$ cat src/rtl/ttm_pkg.sv
// Package of the tick timer: payload types, operation codes, register indexes and mode codes.
`default_nettype none

package ttm_pkg;

	localparam int unsigned DATA_WIDTH = 32;

	// Operation carried by one request beat.
	typedef enum logic [1:0] {
		OP_TICK  = 2'd0,
		OP_WRITE = 2'd1,
		OP_READ  = 2'd2
	} ttm_op_t;

	// Register map.
	localparam logic [2:0] REG_CTRL    = 3'd0;
	localparam logic [2:0] REG_RELOAD  = 3'd1;
	localparam logic [2:0] REG_CURRENT = 3'd2;
	localparam logic [2:0] REG_MODE    = 3'd3;
	localparam logic [2:0] REG_PERIODS = 3'd4;
	localparam logic [2:0] REG_ELAPSED = 3'd5;

	// Control register bit positions.
	localparam int unsigned CTRL_RUN_BIT  = 0;
	localparam int unsigned CTRL_IRQ_BIT  = 1;
	localparam int unsigned CTRL_CLK_BIT  = 2;
	localparam int unsigned CTRL_FLAG_BIT = 16;

	// Expiry handling modes.
	localparam logic [1:0] MODE_REPEAT   = 2'd0;
	localparam logic [1:0] MODE_PLAIN    = 2'd1;
	localparam logic [1:0] MODE_SINGLE   = 2'd2;
	localparam logic [1:0] MODE_PERIODIC = 2'd3;

	typedef struct packed {
		logic [1:0]            op;
		logic                  ref_pulse;
		logic [2:0]            reg_index;
		logic [DATA_WIDTH-1:0] write_data;
	} ttm_req_t;

	typedef struct packed {
		logic [DATA_WIDTH-1:0] read_data;
		logic                  irq;
		logic                  done_res;
	} ttm_rsp_t;

endpackage

`default_nettype wire

$ cat src/rtl/ttm_if.sv
// Valid/ready channel interfaces for the request and response streams of the tick timer.
`default_nettype none

interface ttm_req_if;
	import ttm_pkg::*;

	logic     valid;
	logic     ready;
	ttm_req_t data;

	modport source (output valid, output data, input ready);
	modport sink   (input valid, input data, output ready);
endinterface

interface ttm_rsp_if;
	import ttm_pkg::*;

	logic     valid;
	logic     ready;
	ttm_rsp_t data;

	modport source (output valid, output data, input ready);
	modport sink   (input valid, input data, output ready);
endinterface

`default_nettype wire

$ cat src/rtl/tick_timer_with_modes_top.sv
// Top level of the down-counting tick timer with expiry handling modes.
`default_nettype none

// Channel | Direction | Payload                                   | Handshake
// req     | in        | op, ref_pulse, reg_index, write_data      | valid / ready
// rsp     | out       | read_data, irq, done_res                  | valid / ready
//
// Every request beat is processed in the cycle it is accepted: the timer state
// registers update at that edge and the response lands in the output register.
// One beat per cycle is sustained while rsp does not stall; the response shows in the cycle after its beat.
// The request side stays ready while the output register is empty or is being
// drained in the same cycle, so req is held back for as long as rsp stalls.
// The asynchronous reset clears all timer state and empties the output register.

module tick_timer_with_modes_top #(
	parameter int unsigned COUNTER_WIDTH      = 24,
	parameter int unsigned PERIOD_COUNT_WIDTH = 32
) (
	input  wire        clk,
	input  wire        arst_n,
	ttm_req_if.sink    req,
	ttm_rsp_if.source  rsp
);
	import ttm_pkg::*;

	// Timer state. The counter and reload registers are COUNTER_WIDTH wide and
	// the period count is PERIOD_COUNT_WIDTH wide; reads zero-extend them.
	logic                          run_en_q;
	logic                          irq_en_q;
	logic                          clk_sel_q;
	logic                          zero_flag_q;
	logic [COUNTER_WIDTH-1:0]      reload_q;
	logic [COUNTER_WIDTH-1:0]      current_q;
	logic [1:0]                    mode_q;
	logic [PERIOD_COUNT_WIDTH-1:0] periods_q;

	// Next-state values, valid when a beat is accepted.
	logic                          run_en_d;
	logic                          irq_en_d;
	logic                          clk_sel_d;
	logic                          zero_flag_d;
	logic [COUNTER_WIDTH-1:0]      reload_d;
	logic [COUNTER_WIDTH-1:0]      current_d;
	logic [1:0]                    mode_d;
	logic [PERIOD_COUNT_WIDTH-1:0] periods_d;

	ttm_rsp_t rsp_d;
	ttm_rsp_t rsp_s1;
	logic     rsp_valid_s1;

	logic     req_fire;
	logic     count_active;
	logic     expire;
	logic [COUNTER_WIDTH-1:0] elapsed;

	// The output register may take a new beat when it is empty or is being read.
	assign req.ready = !rsp_valid_s1 || rsp.ready;
	assign req_fire  = req.valid && req.ready;

	assign count_active = run_en_q && (clk_sel_q || req.data.ref_pulse);
	// A decrement lands on zero when the counter currently holds one.
	assign expire  = count_active && (current_q == COUNTER_WIDTH'(1));
	assign elapsed = reload_q - current_q;

	always_comb begin
		run_en_d    = run_en_q;
		irq_en_d    = irq_en_q;
		clk_sel_d   = clk_sel_q;
		zero_flag_d = zero_flag_q;
		reload_d    = reload_q;
		current_d   = current_q;
		mode_d      = mode_q;
		periods_d   = periods_q;
		rsp_d       = '0;

		unique case (req.data.op)
			OP_TICK: begin
				if (count_active) begin
					if (current_q == '0) begin
						current_d = reload_q;
					end else begin
						current_d = current_q - COUNTER_WIDTH'(1);
					end
				end
				if (expire) begin
					zero_flag_d = 1'b1;
					if (irq_en_q) begin
						rsp_d.irq = 1'b1;
						// Repeat-count runs stop once the last period has gone;
						// single-shot runs stop at the first expiry.
						if (mode_q == MODE_REPEAT) begin
							if (periods_q <= PERIOD_COUNT_WIDTH'(1)) begin
								periods_d      = '0;
								reload_d       = '0;
								run_en_d       = 1'b0;
								irq_en_d       = 1'b0;
								rsp_d.done_res = 1'b1;
							end else begin
								periods_d = periods_q - PERIOD_COUNT_WIDTH'(1);
							end
						end else if (mode_q == MODE_SINGLE) begin
							reload_d       = '0;
							run_en_d       = 1'b0;
							irq_en_d       = 1'b0;
							rsp_d.done_res = 1'b1;
						end
					end
				end
			end
			OP_WRITE: begin
				unique case (req.data.reg_index)
					REG_CTRL: begin
						run_en_d  = req.data.write_data[CTRL_RUN_BIT];
						irq_en_d  = req.data.write_data[CTRL_IRQ_BIT];
						clk_sel_d = req.data.write_data[CTRL_CLK_BIT];
					end
					REG_RELOAD:  reload_d = req.data.write_data[COUNTER_WIDTH-1:0];
					REG_CURRENT: begin
						// Any value written clears the counter and the count flag.
						current_d   = '0;
						zero_flag_d = 1'b0;
					end
					REG_MODE:    mode_d = req.data.write_data[1:0];
					REG_PERIODS: periods_d = req.data.write_data[PERIOD_COUNT_WIDTH-1:0];
					default: ;
				endcase
			end
			OP_READ: begin
				unique case (req.data.reg_index)
					REG_CTRL: begin
						rsp_d.read_data[CTRL_RUN_BIT]  = run_en_q;
						rsp_d.read_data[CTRL_IRQ_BIT]  = irq_en_q;
						rsp_d.read_data[CTRL_CLK_BIT]  = clk_sel_q;
						rsp_d.read_data[CTRL_FLAG_BIT] = zero_flag_q;
						// Reading control consumes the count flag.
						zero_flag_d = 1'b0;
					end
					REG_RELOAD:  rsp_d.read_data = DATA_WIDTH'(reload_q);
					REG_CURRENT: rsp_d.read_data = DATA_WIDTH'(current_q);
					REG_MODE:    rsp_d.read_data = DATA_WIDTH'(mode_q);
					REG_PERIODS: rsp_d.read_data = DATA_WIDTH'(periods_q);
					REG_ELAPSED: rsp_d.read_data = DATA_WIDTH'(elapsed);
					default: ;
				endcase
			end
			default: ;
		endcase
	end

	always_ff @(posedge clk or negedge arst_n) begin
		if (!arst_n) begin
			run_en_q    <= 1'b0;
			irq_en_q    <= 1'b0;
			clk_sel_q   <= 1'b0;
			zero_flag_q <= 1'b0;
			reload_q    <= '0;
			current_q   <= '0;
			mode_q      <= MODE_REPEAT;
			periods_q   <= '0;
		end else if (req_fire) begin
			run_en_q    <= run_en_d;
			irq_en_q    <= irq_en_d;
			clk_sel_q   <= clk_sel_d;
			zero_flag_q <= zero_flag_d;
			reload_q    <= reload_d;
			current_q   <= current_d;
			mode_q      <= mode_d;
			periods_q   <= periods_d;
		end
	end

	always_ff @(posedge clk or negedge arst_n) begin
		if (!arst_n) begin
			rsp_valid_s1 <= 1'b0;
		end else if (req.ready) begin
			rsp_valid_s1 <= req.valid;
		end
	end

	always_ff @(posedge clk) begin
		if (req_fire) begin
			rsp_s1 <= rsp_d;
		end
	end

	assign rsp.valid = rsp_valid_s1;
	assign rsp.data  = rsp_s1;

`ifndef SYNTHESIS
	// A finished run is always reported together with an interrupt.
	a_done_has_irq: assert property (@(posedge clk) disable iff (!arst_n)
		rsp_valid_s1 && rsp_s1.done_res |-> rsp_s1.irq)
		else $error("done_res without irq");

	// After a finished run the timer is stopped with no reload left.
	a_done_stops: assert property (@(posedge clk) disable iff (!arst_n)
		req_fire && rsp_d.done_res |=> !run_en_q && !irq_en_q && (reload_q == '0))
		else $error("timer still armed after finished run");

	// An interrupt is raised only when the counter lands on zero.
	a_irq_zero: assert property (@(posedge clk) disable iff (!arst_n)
		req_fire && rsp_d.irq |=> (current_q == '0) && zero_flag_q)
		else $error("irq without counter at zero");

	// A write to the current register clears counter and flag.
	a_cur_clear: assert property (@(posedge clk) disable iff (!arst_n)
		req_fire && (req.data.op == OP_WRITE) && (req.data.reg_index == REG_CURRENT)
		|=> (current_q == '0) && !zero_flag_q)
		else $error("current write did not clear the counter");
`endif

endmodule

`default_nettype wire
$ cat src/flat_wrapper.sv
// flat-port wrapper written by rule: the top's interface ports become plain ports
module tick_timer_with_modes_top_flat import ttm_pkg::*;
#(
	parameter int unsigned COUNTER_WIDTH      = 24,
	parameter int unsigned PERIOD_COUNT_WIDTH = 32
)
  (clk, arst_n, req_valid, req_data, req_ready, rsp_valid, rsp_data, rsp_ready);
  ttm_req_if req_i ();
  ttm_rsp_if rsp_i ();
  input  wire clk;
  input  wire arst_n;
  input wire logic [$bits(req_i.valid)-1:0] req_valid;
  input wire logic [$bits(req_i.data)-1:0] req_data;
  output wire logic [$bits(req_i.ready)-1:0] req_ready;
  output wire logic [$bits(rsp_i.valid)-1:0] rsp_valid;
  output wire logic [$bits(rsp_i.data)-1:0] rsp_data;
  input wire logic [$bits(rsp_i.ready)-1:0] rsp_ready;
  assign req_i.valid = req_valid;
  assign req_i.data = req_data;
  assign req_ready = req_i.ready;
  assign rsp_valid = rsp_i.valid;
  assign rsp_data = rsp_i.data;
  assign rsp_i.ready = rsp_ready;
  tick_timer_with_modes_top #(.COUNTER_WIDTH(COUNTER_WIDTH), .PERIOD_COUNT_WIDTH(PERIOD_COUNT_WIDTH)) u_core (.clk(clk), .arst_n(arst_n), .req(req_i), .rsp(rsp_i));
endmodule
$ cat config.mk
export PLATFORM = sky130hd
export DESIGN_NAME = tick_timer_with_modes_top_flat
export DESIGN_NICKNAME = d
export VERILOG_FILES = /design/src/rtl/ttm_pkg.sv /design/src/rtl/ttm_if.sv /design/src/rtl/tick_timer_with_modes_top.sv /design/src/flat_wrapper.sv
export SDC_FILE = /design/constraint.sdc
export NUM_CORES = 1
export LEC_CHECK = 0
export ABC_AREA = 1
export BUFFER_PORTS_ARGS = -buffer_cell sky130_fd_sc_hd__buf_2
export CAP_MARGIN = 20
export CORE_ASPECT_RATIO = 1.25
export CORE_UTILIZATION = 25
export CTS_BUF_LIST = sky130_fd_sc_hd__clkbuf_8 sky130_fd_sc_hd__clkbuf_16
export CTS_CLUSTER_SIZE = 20
export DETAILED_ROUTE_END_ITERATION = 12
export PLACE_DENSITY = 0.45
export SETUP_SLACK_MARGIN = 0.02
export SKIP_LAST_GASP = 1
export SLEW_MARGIN = 20
export SYNTH_ARGS = -nofsm -noshare
export SYNTH_HDL_FRONTEND = slang
export SYNTH_SLANG_ARGS = --single-unit
$ cat constraint.sdc
create_clock -name clk -period 6.12 [get_ports clk]
set_input_delay 0.612 -clock clk [delete_from_list [all_inputs] [get_ports clk]]
set_output_delay 0.612 -clock clk [all_outputs]
set_load 0.005 [all_outputs]
Word level (Yosys, flattened, before mapping)
Index checks and enable logic that the tools add are counted.

operators by class
  add/subtract/negate cells = 3
  magnitude comparators = 1
  equality and inequality tests = 20
  multiplexer cells = 43
  reduce and logical (&&, ||, !) cells = 22

operators by type and width
  operator               number
  $mux 24                9
  $mux 32                5
  $pmux 24 s2            2
  $pmux 32 s2            1
  $pmux 15 s4            1
  $pmux 13 s4            1
  $le 32x1->1 const B    1
  $sub 32x1->32 const B  1
  $eq 24x1->1 const B    1
  $logic_not 24->1       1
  $sub 24x1->24 const B  1
  $sub 24x24->24         1
  $mux 1                 18
  $pmux 3 s6             1
  $ne 2x1->1 const B     8
  $reduce_and 7->1       2
  $reduce_and 3->1       3
  $reduce_and 4->1       2
  $eq 3x2->1 const B     2
  $eq 3x3->1 const B     2
  $reduce_and 6->1       1
  $pmux 1 s5             1
  $reduce_and 5->1       1
  $eq 2x2->1 const B     2
  16 further kinds       21

word-level totals
  register bits = 121
  output and inout port bits = 36

Logic depth before layout (Yosys ltp)
Gate-level depths: netlist of the first run.

  word-level depth = 6
  depth in mapped cells = 14
  mapped depth without buffers = 14

Worst setup path after synthesis of the first run
Ideal clock, no wire load.

  path kind = input port to flip-flop
  from = input port rsp_ready
  to = register u_core.periods_q[12]
  setup time = 0.116 ns
  arrival time = 2.508 ns
  slack = 3.495 ns
  cell stages on the path = 9
  path buffers = 1
  cells stage by stage = inv_1 -> nand2_1 -> nand2_1 -> clkinv_1 -> nand3_4 -> clkinv_4 -> buf_4 -> nand2_1 -> nand2_1

between the ends
  longest elaborated chain between the ends = 3

RTL lines
  element                     RTL line                          source
  from (decl)                 flat_wrapper.sv:17                input wire logic [$bits(rsp_i.ready)-1:0] rsp_ready;
  $logic_or 1x1->1            tick_timer_with_modes_top.sv:57   assign req.ready = !rsp_valid_s1 || rsp.ready;
  net req_ready               flat_wrapper.sv:14                output wire logic [$bits(req_i.ready)-1:0] req_ready;
  $logic_and 1x1->1           tick_timer_with_modes_top.sv:58   assign req_fire = req.valid && req.ready;
  net u_core.req_fire         tick_timer_with_modes_top.sv:51   logic req_fire;
  $reduce_and 6->1 (no line)  --
  to (signal assigned)        tick_timer_with_modes_top.sv:168  periods_q <= periods_d;
  to (decl)                   tick_timer_with_modes_top.sv:35   logic [PERIOD_COUNT_WIDTH-1:0] periods_q;

The timed path passes the listed nets, and every way through them passes these cells.
A chain may end at the register's enable or synchronous reset.

Final worst setup path of the first run
  from = input port req_data[37]
  to = register u_core.current_q[16]

between the ends
  longest elaborated chain between the ends = 3
  elaborated cells on any way between the ends = 7

RTL lines
  element                                                    RTL line                          source
  from (decl)                                                flat_wrapper.sv:13                input wire logic [$bits(req_i.data)-1:0] req_data;
  $eq 2x1->1 or $logic_not 2->1 (tied branches)              tick_timer_with_modes_top.sv:76   unique case (req.data.op)
  $ne 2x1->1 (no line) or $reduce_bool 2->1 (tied branches)  --
  $reduce_and 4->1 (no line)                                 --
  to (signal assigned)                                       tick_timer_with_modes_top.sv:166  current_q <= current_d;
  to (decl)                                                  tick_timer_with_modes_top.sv:33   logic [COUNTER_WIDTH-1:0] current_q;

Several ways; a longest one is shown, not always the timed one.

==> results of run 1 <==
==> logic make-up after synthesis <==
group           synth area share [%]
fa+ha+maj                       4.52
compound gates                  12.5
buf+inv                         9.86
simple gates                    36.0
flops                           34.4
mux                            0.121
xor+xnor                        2.64
==> layer usage <==
metal	global-route usage, %	vias to the layer above	wire length (um)
met2	31.1	215	16300
met5	0	-	0
li1	-	4559	-
met4	6.14	0	784
met3	2.62	45	1260
met1	23.6	4263	15500
==> power by group through the flow <==
stage / sequential [mW] / clock (mW) / combinational (mW)
finish: 1.29 / 1.03 / 2.50
global route: 1.32 / 1.09 / 2.85
CTS: 1.28 / 1.05 / 2.48
detailed placement: 1.30 / 0 / 2.46
global placement: 1.30 / 0 / 2.46
floorplan: 1.21 / 0 / 1.84
==> how the worst max path moves through the flow <==
stage | from | endpoint | slack [ns] | cells past startpoint
global route | req_data[37] | u_core.current_q[16] | 3.03 | 12
finish | req_data[37] | u_core.current_q[16] | 3.23 | 12
CTS | req_data[37] | u_core.current_q[16] | 3.27 | 12
detailed placement | req_data[37] | u_core.current_q[16] | 2.81 | 12
global placement | req_data[37] | u_core.current_q[8] | 2.89 | 12
floorplan | rsp_ready | u_core.periods_q[12] | 3.50 | 9
==> cell usage after synthesis (all sizes together), types with 4 or more instances <==
library cell and count:
nand2 445, inv 179, nor2 177, o21ai 89, dfrtp 87, nand3 83
a21oi 59, edfxtp 34, ha 32, nand3b 26, xor2 24, o22ai 23
buf 22, nand4 20, clkbuf 11, nor3 11, o211ai 10, or2 9
a221oi 5, clkinv 4, xnor2 4
==> cells in the final DEF, fill, tap and decap left out, types with 2 or more instances in the layout <==
master,Yosys,layout
nand2_1,433,433
inv_1,174,176
nor2_1,161,161
dfrtp_1,87,87
nand3_1,82,82
buf_2,9,76
a21oi_1,57,57
o21ai_0,56,56
edfxtp_1,34,34
ha_1,32,32
nand3b_1,26,26
o21ai_1,25,25
xor2_1,24,24
o22ai_1,23,23
nand4_1,19,19
clkbuf_16,0,17
nor2_2,10,10
or2_2,9,9
nor3_1,10,9
o211ai_2,9,9
o21ai_2,8,8
nand2_2,7,7
inv_2,5,6
buf_4,4,6
nor2_4,5,5
nand2_4,5,5
a221oi_1,5,5
clkinvlp_4,0,5
xnor2_1,4,4
clkinv_4,2,3
clkinv_1,2,3
a41oi_1,3,3
bufinv_16,0,3
nor3_4,1,2
clkinv_2,0,2
==> state kept, by name, indices dropped and copies added (netlist names) <==
name,flops
u_core.irq_en_q,1
u_core.run_en_q,1
u_core.clk_sel_q,1
u_core.reload_q,24
u_core.rsp.data,34
u_core.current_q,24
u_core.periods_q,32
u_core.mode_q,2
u_core.rsp.valid,1
u_core.zero_flag_q,1
==> cell type report <==
cell class / instances / share of cell area [%]
inverters: 183 / 6.51
multi-input cells: 1028 / 48.6
clock inverters: 15 / 1.51
clock buffers: 17 / 3.97
well taps: 480 / 5.61
repair buffers: 82 / 3.97
flip-flops and latches: 121 / 29.9
==> out/metrics.cfg, run 1 <==
[sta]
holdWs_ns=0.130
layout_min_cycle_time_ns=2.89
layout_setup_ws_ns=3.23
fin_setup_tns_ns=0
fin_worst_skew_ns=0.0146
relSlewSlack_pct=25.8
hold_viol_final=0
drv_slew=0
max_freq_ghz=0.346
worst_pin_slew_ns=1.11
post-route-period-util_pct=47.2
rsz0062_at_grt=false
setup_violations=0

[critical_path]
arrival_ns=3.24
start_kind=input pin
critPathKind=input pin to flip-flop
cp_top_family=buffers and inverters
critPathBufInv=5
critPathRequiredTime_ns=6.47
cpMaxStageDelayCell=nor2_4
path_max_fanout=37
regToRegEndpoint=u_core.rsp.data[6]
r2r_slack_ns=3.51
slowest_delay_ns=0.59
rr_worst_depth=11
path_cells=buf_2 -> inv_1 -> ha_1 -> buf_4 -> inv_2 -> a21oi_4 -> o21ai_2 -> nor2_4 -> nand2_4 -> clkinv_4 -> o21ai_0 -> o22ai_1
setup.worst_path.end_class=flip-flop
rr_startpoint=u_core.reload_q[0]

[placed_design]
post-dp-hpwl_um=26300
placed_area_um2=10100
globalplace.congestion=0.905
dp_cells=1894
io_buffers=77
preCtsSetupSlack_ns=2.81

[worst_hold_path]
hold_class=input pin to async pin

[power_and_ir_drop]
pwr-share-seq_pct=26.8
p_comb_share_pct=51.8
power_frac_clock_pct=21.4
cellPowerDensity_nw_per_um2=450
total_power_mw=4.82
p_sw_mw=2.37
ir_worst_vdd_v=0.000199
p_leak_nw=5.23
internal-power_mw=2.45
switching_share_pct=49.1

[cells_and_area]
syn2layout_area_growth_pct=15.1
multi_input_area_um2=5200
fin_nets=1508
final_util_pct=29.3
stdcell_count=1926
fillCellCount=4135
drive_gt1_share_pct=12.4
final_cell_area_um2=10700
diodes=0
ff_latch_area_um2=3200

[yosys]
synth_top_area_cell=dfrtp_1
yosys-top-cells-area=dfrtp_1, nand2_1, edfxtp_1
synth_edf_count=34
ys.flop_type=dfrtp_1
synth.distinct_cells=50
ys_ff_latch=121
synthCells=1365
yosys_warnings=0
avgSynthCellArea_um2=6.82
synth_top_area_share_pct=23.4
synth_area_um2=9300
async_flop_share_pct=71.9
synth_seq_area_share_pct=34.4
mappedNetlistNets=1440

[status]
outcome=finished clean

[floorplan]
start_util_pct=25.5
rows=78
die_h_um=218
ios=78
coreArea_um2=36500
die_x_um=175
dieArea_um2=38000

[cts]
hold_buffers=0
clock_path_buffers=2
cts_setup_buffers=0
tritoncts=yes
htreeDepth=4
clock_sinks=121
clockRootBuffer=clkbuf_16
cts_buffers=17
insertion_delay_ns=0.44
cts_resized=0
path_clk_slew_ns=0.06

[flow_run]
maxCapViolations=0

[route]
routed_via_density=4.72
drc=0
drt-initial-drc-count=647
wl_per_cell_um=17.6
vias=9082
routed_wirelength_um=33800
ant_nets=0
drtPass1Iterations=5

[grt]
overflow=0
grt.total_usage_pct=18.3
first_global_vias=8982
grt_pass1_wl_um=52300
grt_max_degree=54
antenna_found_initial=0

Power figures use the tool's default switching activity.
==> run 2, diff against run 1 <==
Clock period 6.12 ns to 2.88 ns, I/O delays scaled along.
==> out/metrics.cfg, run 2 (same netlist as run 1, synthesis figures left out) <==
[power_and_ir_drop]
p_sw_mw=5.11  ; was 2.37 mW
switching_share_pct=49.0  ; was 49.1%
total_power_mw=10.4  ; was 4.82 mW
pwr-share-seq_pct=26.2  ; was 26.8%
power_frac_clock_pct=21.8  ; was 21.4%
internal-power_mw=5.31  ; was 2.45 mW
p_comb_share_pct=51.9  ; was 51.8%
cellPowerDensity_nw_per_um2=959  ; was 450 nW/um^2
p_leak_nw=5.33  ; was 5.23 nW
ir_worst_vdd_v=0.000334  ; was 0.000199 V

[flow_run]
maxCapViolations=0  ; unchanged

[critical_path]
arrival_ns=2.70  ; was 3.24 ns
setup.worst_path.end_class=flip-flop  ; unchanged
critPathKind=flip-flop to flip-flop  ; was input pin to flip-flop
critPathRequiredTime_ns=3.04  ; was 6.47 ns
path_max_fanout=4  ; was 37
start_kind=flip-flop  ; was input pin

[sta]
holdWs_ns=0.119  ; was 0.130 ns
fin_worst_skew_ns=0.0105  ; was 0.0146 ns
drv_slew=0  ; unchanged
relSlewSlack_pct=49.3  ; was 25.8%
layout_setup_ws_ns=0.340  ; was 3.23 ns
max_freq_ghz=0.394
layout_min_cycle_time_ns=2.54
post-route-period-util_pct=88.2
worst_pin_slew_ns=0.756  ; was 1.11 ns
rsz0062_at_grt=false  ; unchanged
hold_viol_final=0  ; unchanged
setup_violations=0  ; unchanged
fin_setup_tns_ns=0  ; unchanged

[route]
vias=9280  ; was 9082
drt-initial-drc-count=741  ; was 647
ant_nets=0  ; unchanged
routed_wirelength_um=34500  ; was 33800 um
routed_via_density=4.78  ; was 4.72
drc=0  ; unchanged
wl_per_cell_um=17.7  ; was 17.6 um
drtPass1Iterations=5  ; unchanged

[grt]
antenna_found_initial=0  ; unchanged
grt_max_degree=70  ; was 54
overflow=0  ; unchanged
grt.total_usage_pct=18.6  ; was 18.3%
grt_pass1_wl_um=53100  ; was 52300 um
first_global_vias=9108  ; was 8982

[cts]
insertion_delay_ns=0.44  ; about the same
htreeDepth=4  ; unchanged
clockRootBuffer=clkbuf_16  ; unchanged
cts_buffers=17  ; unchanged
clock_sinks=121  ; unchanged
tritoncts=yes  ; unchanged
clock_path_buffers=2  ; unchanged
path_clk_slew_ns=0.06  ; about the same
cts_setup_buffers=0  ; unchanged

[floorplan]
rows=78  ; unchanged
ios=78  ; unchanged
start_util_pct=25.5  ; unchanged
coreArea_um2=36500  ; unchanged
die_x_um=175  ; unchanged
die_h_um=218  ; unchanged
dieArea_um2=38000  ; unchanged

[cells_and_area]
stdcell_count=1942  ; was 1926
final_common_cell=nand2_1  ; unchanged
fin_nets=1524  ; was 1508
final_cell_mix=nand2_1, inv_1, nor2_1  ; unchanged
drive_gt1_share_pct=13.3  ; was 12.4%
final_util_pct=29.8  ; was 29.3%
final_cell_area_um2=10900  ; was 10700 um^2
syn2layout_area_growth_pct=16.8  ; was 15.1%
largest_reg_flops=34  ; unchanged
diodes=0  ; unchanged

[placed_design]
globalplace.congestion=0.927  ; was 0.905
post-dp-hpwl_um=27300  ; was 26300 um
placed_area_um2=10300  ; was 10100 um^2
dp_cells=1909  ; was 1894
preCtsSetupSlack_ns=0.270  ; was 2.81 ns
io_buffers=77  ; unchanged

[worst_hold_path]
hold_class=input pin to flip-flop  ; was input pin to async pin

[status]
outcome=finished clean  ; unchanged

run 2: changes by cell type in the layout (fill, tap and decap cells not counted), sizes merged:
cell / previous run / this run
buf: 82 / 97
clkinv: 8 / 6
inv: 182 / 184
clkbuf: 17 / 18
clkinvlp: 5 / 4
dlygate4sd3: 0 / 1
run 2: worst max-delay path: stages, from the launching register on:
cell and delay, ns:
dfrtp_1 0.37, inv_1 0.11, ha_1 0.16, inv_1 0.11, fa_1 0.53, nand2_1 0.14, nand2_1 0.08, nand2_1 0.09
inv_1 0.12, or2_2 0.29, nand3_1 0.13, a41oi_1 0.13
run 2: final cells by class:
type	count	area (um^2)
flip-flops and latches	121	3200
multi-input cells	1028	5190
inverters	183	697
fillers	4128	25600
clock buffers	18	450
clock inverters	14	155
well taps	480	601
repair buffers	98	573
run 2: timing repair:
action                                 in CTS  in global routing
setup endpoints to repair                   0                  1
gates resized for setup                     0                  1
hold buffers                                1                  0
endpoints found under the hold margin      18                  0
run 2: power groups by stage:
stage                     logic, mW  clock network [mW]  registers, mW
final                          5.41                2.28           2.74
after global routing           6.13                2.40           2.79
after CTS                      5.40                2.34           2.72
after detailed placement       5.35                   0           2.75
after global placement         5.35                   0           2.75
after floorplan                3.90                   0           2.56
run 2: per-layer routing:
metal	vias to the layer above	GRT usage (%)	part of all wire, %
met4	0	7.30	3.2
met3	51	2.13	4.1
met5	-	0	0
met1	4393	23.0	43
met2	263	32.7	49
li1	4573	-	-
run 2: worst paths after layout:
path	endpoint	depth (start not counted)	start	slack, ns
worst max-delay path	u_core.rsp.data[6]	11	u_core.reload_q[0]	0.34
worst min-delay path	u_core.mode_q[0]	3	req_data[0]	0.12
worst max register to register	u_core.rsp.data[6]	11	u_core.reload_q[0]	0.34
worst min register to register	u_core.reload_q[0]	2	u_core.reload_q[0]	0.47
max in group asynchronous	u_core.reload_q[5]	3	arst_n	1.90
min in group asynchronous	u_core.periods_q[29]	2	arst_n	0.28
==> run 3, diff against run 2 <==
Clock period 2.88 ns to 2.7 ns, I/O delays scaled along.
==> out/metrics.cfg, run 3 (same netlist as run 1, synthesis figures left out) <==
[cells_and_area]
fin_nets=1533  ; was 1524
diodes=0  ; unchanged
final_cell_area_um2=11000  ; was 10900 um^2
final_common_cell=nand2_1  ; unchanged
fillCellCount=4110  ; was 4128
final_cell_mix=nand2_1, inv_1, nor2_1  ; unchanged
largest_reg_flops=34  ; unchanged
drive_gt1_share_pct=13.9  ; was 13.3%
syn2layout_area_growth_pct=18.0  ; was 16.8%

[sta]
post-route-period-util_pct=91.7  ; was 88.2%
holdWs_ns=0.0986  ; was 0.119 ns
fin_setup_tns_ns=0  ; unchanged
hold_viol_final=0  ; unchanged
setup_violations=0  ; unchanged
max_freq_ghz=0.404  ; was 0.394 GHz
worst_pin_slew_ns=0.530  ; was 0.756 ns
layout_min_cycle_time_ns=2.48  ; was 2.54 ns
rsz0062_at_grt=false  ; unchanged
drv_slew=0  ; unchanged
relSlewSlack_pct=64.6  ; was 49.3%
fin_worst_skew_ns=0.0115  ; was 0.0105 ns

[placed_design]
post-dp-hpwl_um=27600  ; was 27300 um
placed_area_um2=10300  ; about the same
io_buffers=77  ; unchanged
globalplace.congestion=0.927  ; about the same

[cts]
cts_buffers=17  ; unchanged
insertion_delay_ns=0.44  ; about the same
clock_sinks=121  ; unchanged
clockRootBuffer=clkbuf_16  ; unchanged
path_clk_slew_ns=0.06  ; about the same
clock_path_buffers=2  ; unchanged
tritoncts=yes  ; unchanged
htreeDepth=4  ; unchanged

[power_and_ir_drop]
ir_worst_vdd_v=0.000425  ; was 0.000334 V
total_power_mw=11.3  ; was 10.4 mW
p_leak_nw=5.40  ; was 5.33 nW
cellPowerDensity_nw_per_um2=1030  ; was 959 nW/um^2

[route]
routed_wirelength_um=34700  ; was 34500 um
drc=0  ; unchanged
drt-initial-drc-count=658  ; was 741
routed_via_density=4.71  ; was 4.78
vias=9191  ; was 9280
ant_nets=0  ; unchanged
drtPass1Iterations=7  ; was 5
wl_per_cell_um=17.8  ; was 17.7 um

[grt]
overflow=0  ; unchanged
grt_pass1_wl_um=53600  ; was 53100 um
grt_max_degree=53  ; was 70
grt.total_usage_pct=18.8  ; was 18.6%
antenna_found_initial=0  ; unchanged
first_global_vias=9207  ; was 9108

[flow_run]
maxCapViolations=0  ; unchanged

[floorplan]
rows=78  ; unchanged
start_util_pct=25.5  ; unchanged
coreArea_um2=36500  ; unchanged
die_h_um=218  ; unchanged
ios=78  ; unchanged
die_x_um=175  ; unchanged
dieArea_um2=38000  ; unchanged

[critical_path]
start_kind=flip-flop  ; unchanged
arrival_ns=2.64  ; was 2.70 ns
setup.worst_path.end_class=flip-flop  ; unchanged
path_max_fanout=5  ; was 4
critPathRequiredTime_ns=2.86  ; was 3.04 ns
critPathKind=flip-flop to flip-flop  ; unchanged

[status]
outcome=finished clean  ; unchanged

[worst_hold_path]
hold_class=input pin to flip-flop  ; unchanged

==> run 3: cell types whose count changed in the layout (fill, tap and decap cells not counted), sizes merged <==
cell / previous run / this run
buf: 97 / 106
clkbuf: 18 / 22
clkinvlp: 4 / 0
bufinv: 3 / 4
inv: 184 / 183
==> run 3: final timing paths <==
path / start / endpoint / slack, ns / cells past startpoint
worst max register to register: u_core.current_q[19] / u_core.rsp.data[22] / 0.22 / 11
max in group asynchronous: arst_n / u_core.periods_q[4] / 1.65 / 3
worst min register to register: u_core.reload_q[0] / u_core.reload_q[0] / 0.49 / 2
min in group asynchronous: arst_n / u_core.periods_q[27] / 0.35 / 2
worst min-delay path: rsp_ready / u_core.rsp.valid / 0.1 / 4
worst max-delay path: u_core.current_q[19] / u_core.rsp.data[22] / 0.22 / 11
==> run 3: power breakdown <==
part	leakage (nW)	total (mW)	switching (mW)	internal, mW
clock	0.335	2.58	0.896	1.68
combinational	3.60	5.80	3.91	1.89
sequential	1.47	2.93	0.594	2.33
==> run 3: worst max-delay path, cell delays in order, from the launching register on <==
cell     delay [ns]
dfrtp_1        0.39
inv_1          0.11
ha_1           0.44
nand2_1        0.14
nor2_1         0.16
inv_1          0.06
nor2_1         0.26
nand3_1        0.24
nand3_1        0.15
nand2_1        0.06
nand3_1        0.10
a21oi_1        0.10
==> run 3: layout make-up <==
cell class,instances,area (um^2),area share [%]
multi-input combinational,1028,5200,47.4
sequential,121,3200,29.1
inverter,183,697,6.35
timing repair buffer,107,628,5.72
tap,480,601,5.47
clock buffer,22,505,4.61
clock inverter,10,146,1.33
==> run 3: per-stage QoR <==
| step | utilization (%) | std cells | worst slack (ns) |
|---|---|---|---|
| 2_1_floorplan | - | 1365 | 0.364 |
| 3_3_place_gp | 28.2 | 1918 | 0.204 |
| 3_5_place_dp | 28.2 | 1918 | 0.227 |
| 4_1_cts | 30.0 | 1951 | 0.203 |
| 5_1_grt | 30.1 | 1951 | 0.0606 |
| 6_report | 30.1 | 1951 | 0.223 |
==> run 3: repair_timing <==
action | in CTS | in global routing
buffers inserted | 0 | 0
gates resized for setup | 0 | 2
endpoints found under the setup margin | 0 | 16
hold endpoints to repair | 35 | 0
hold buffers | 1 | 0
==> run 3: layer usage <==
metal | vias to the layer above | global-route usage, % | routed length [um]
met5 | - | 0 | 0
met4 | 0 | 7.39 | 1120
li1 | 4587 | - | -
met3 | 52 | 2.48 | 1190
met2 | 215 | 33.4 | 17300
met1 | 4337 | 23.0 | 15100
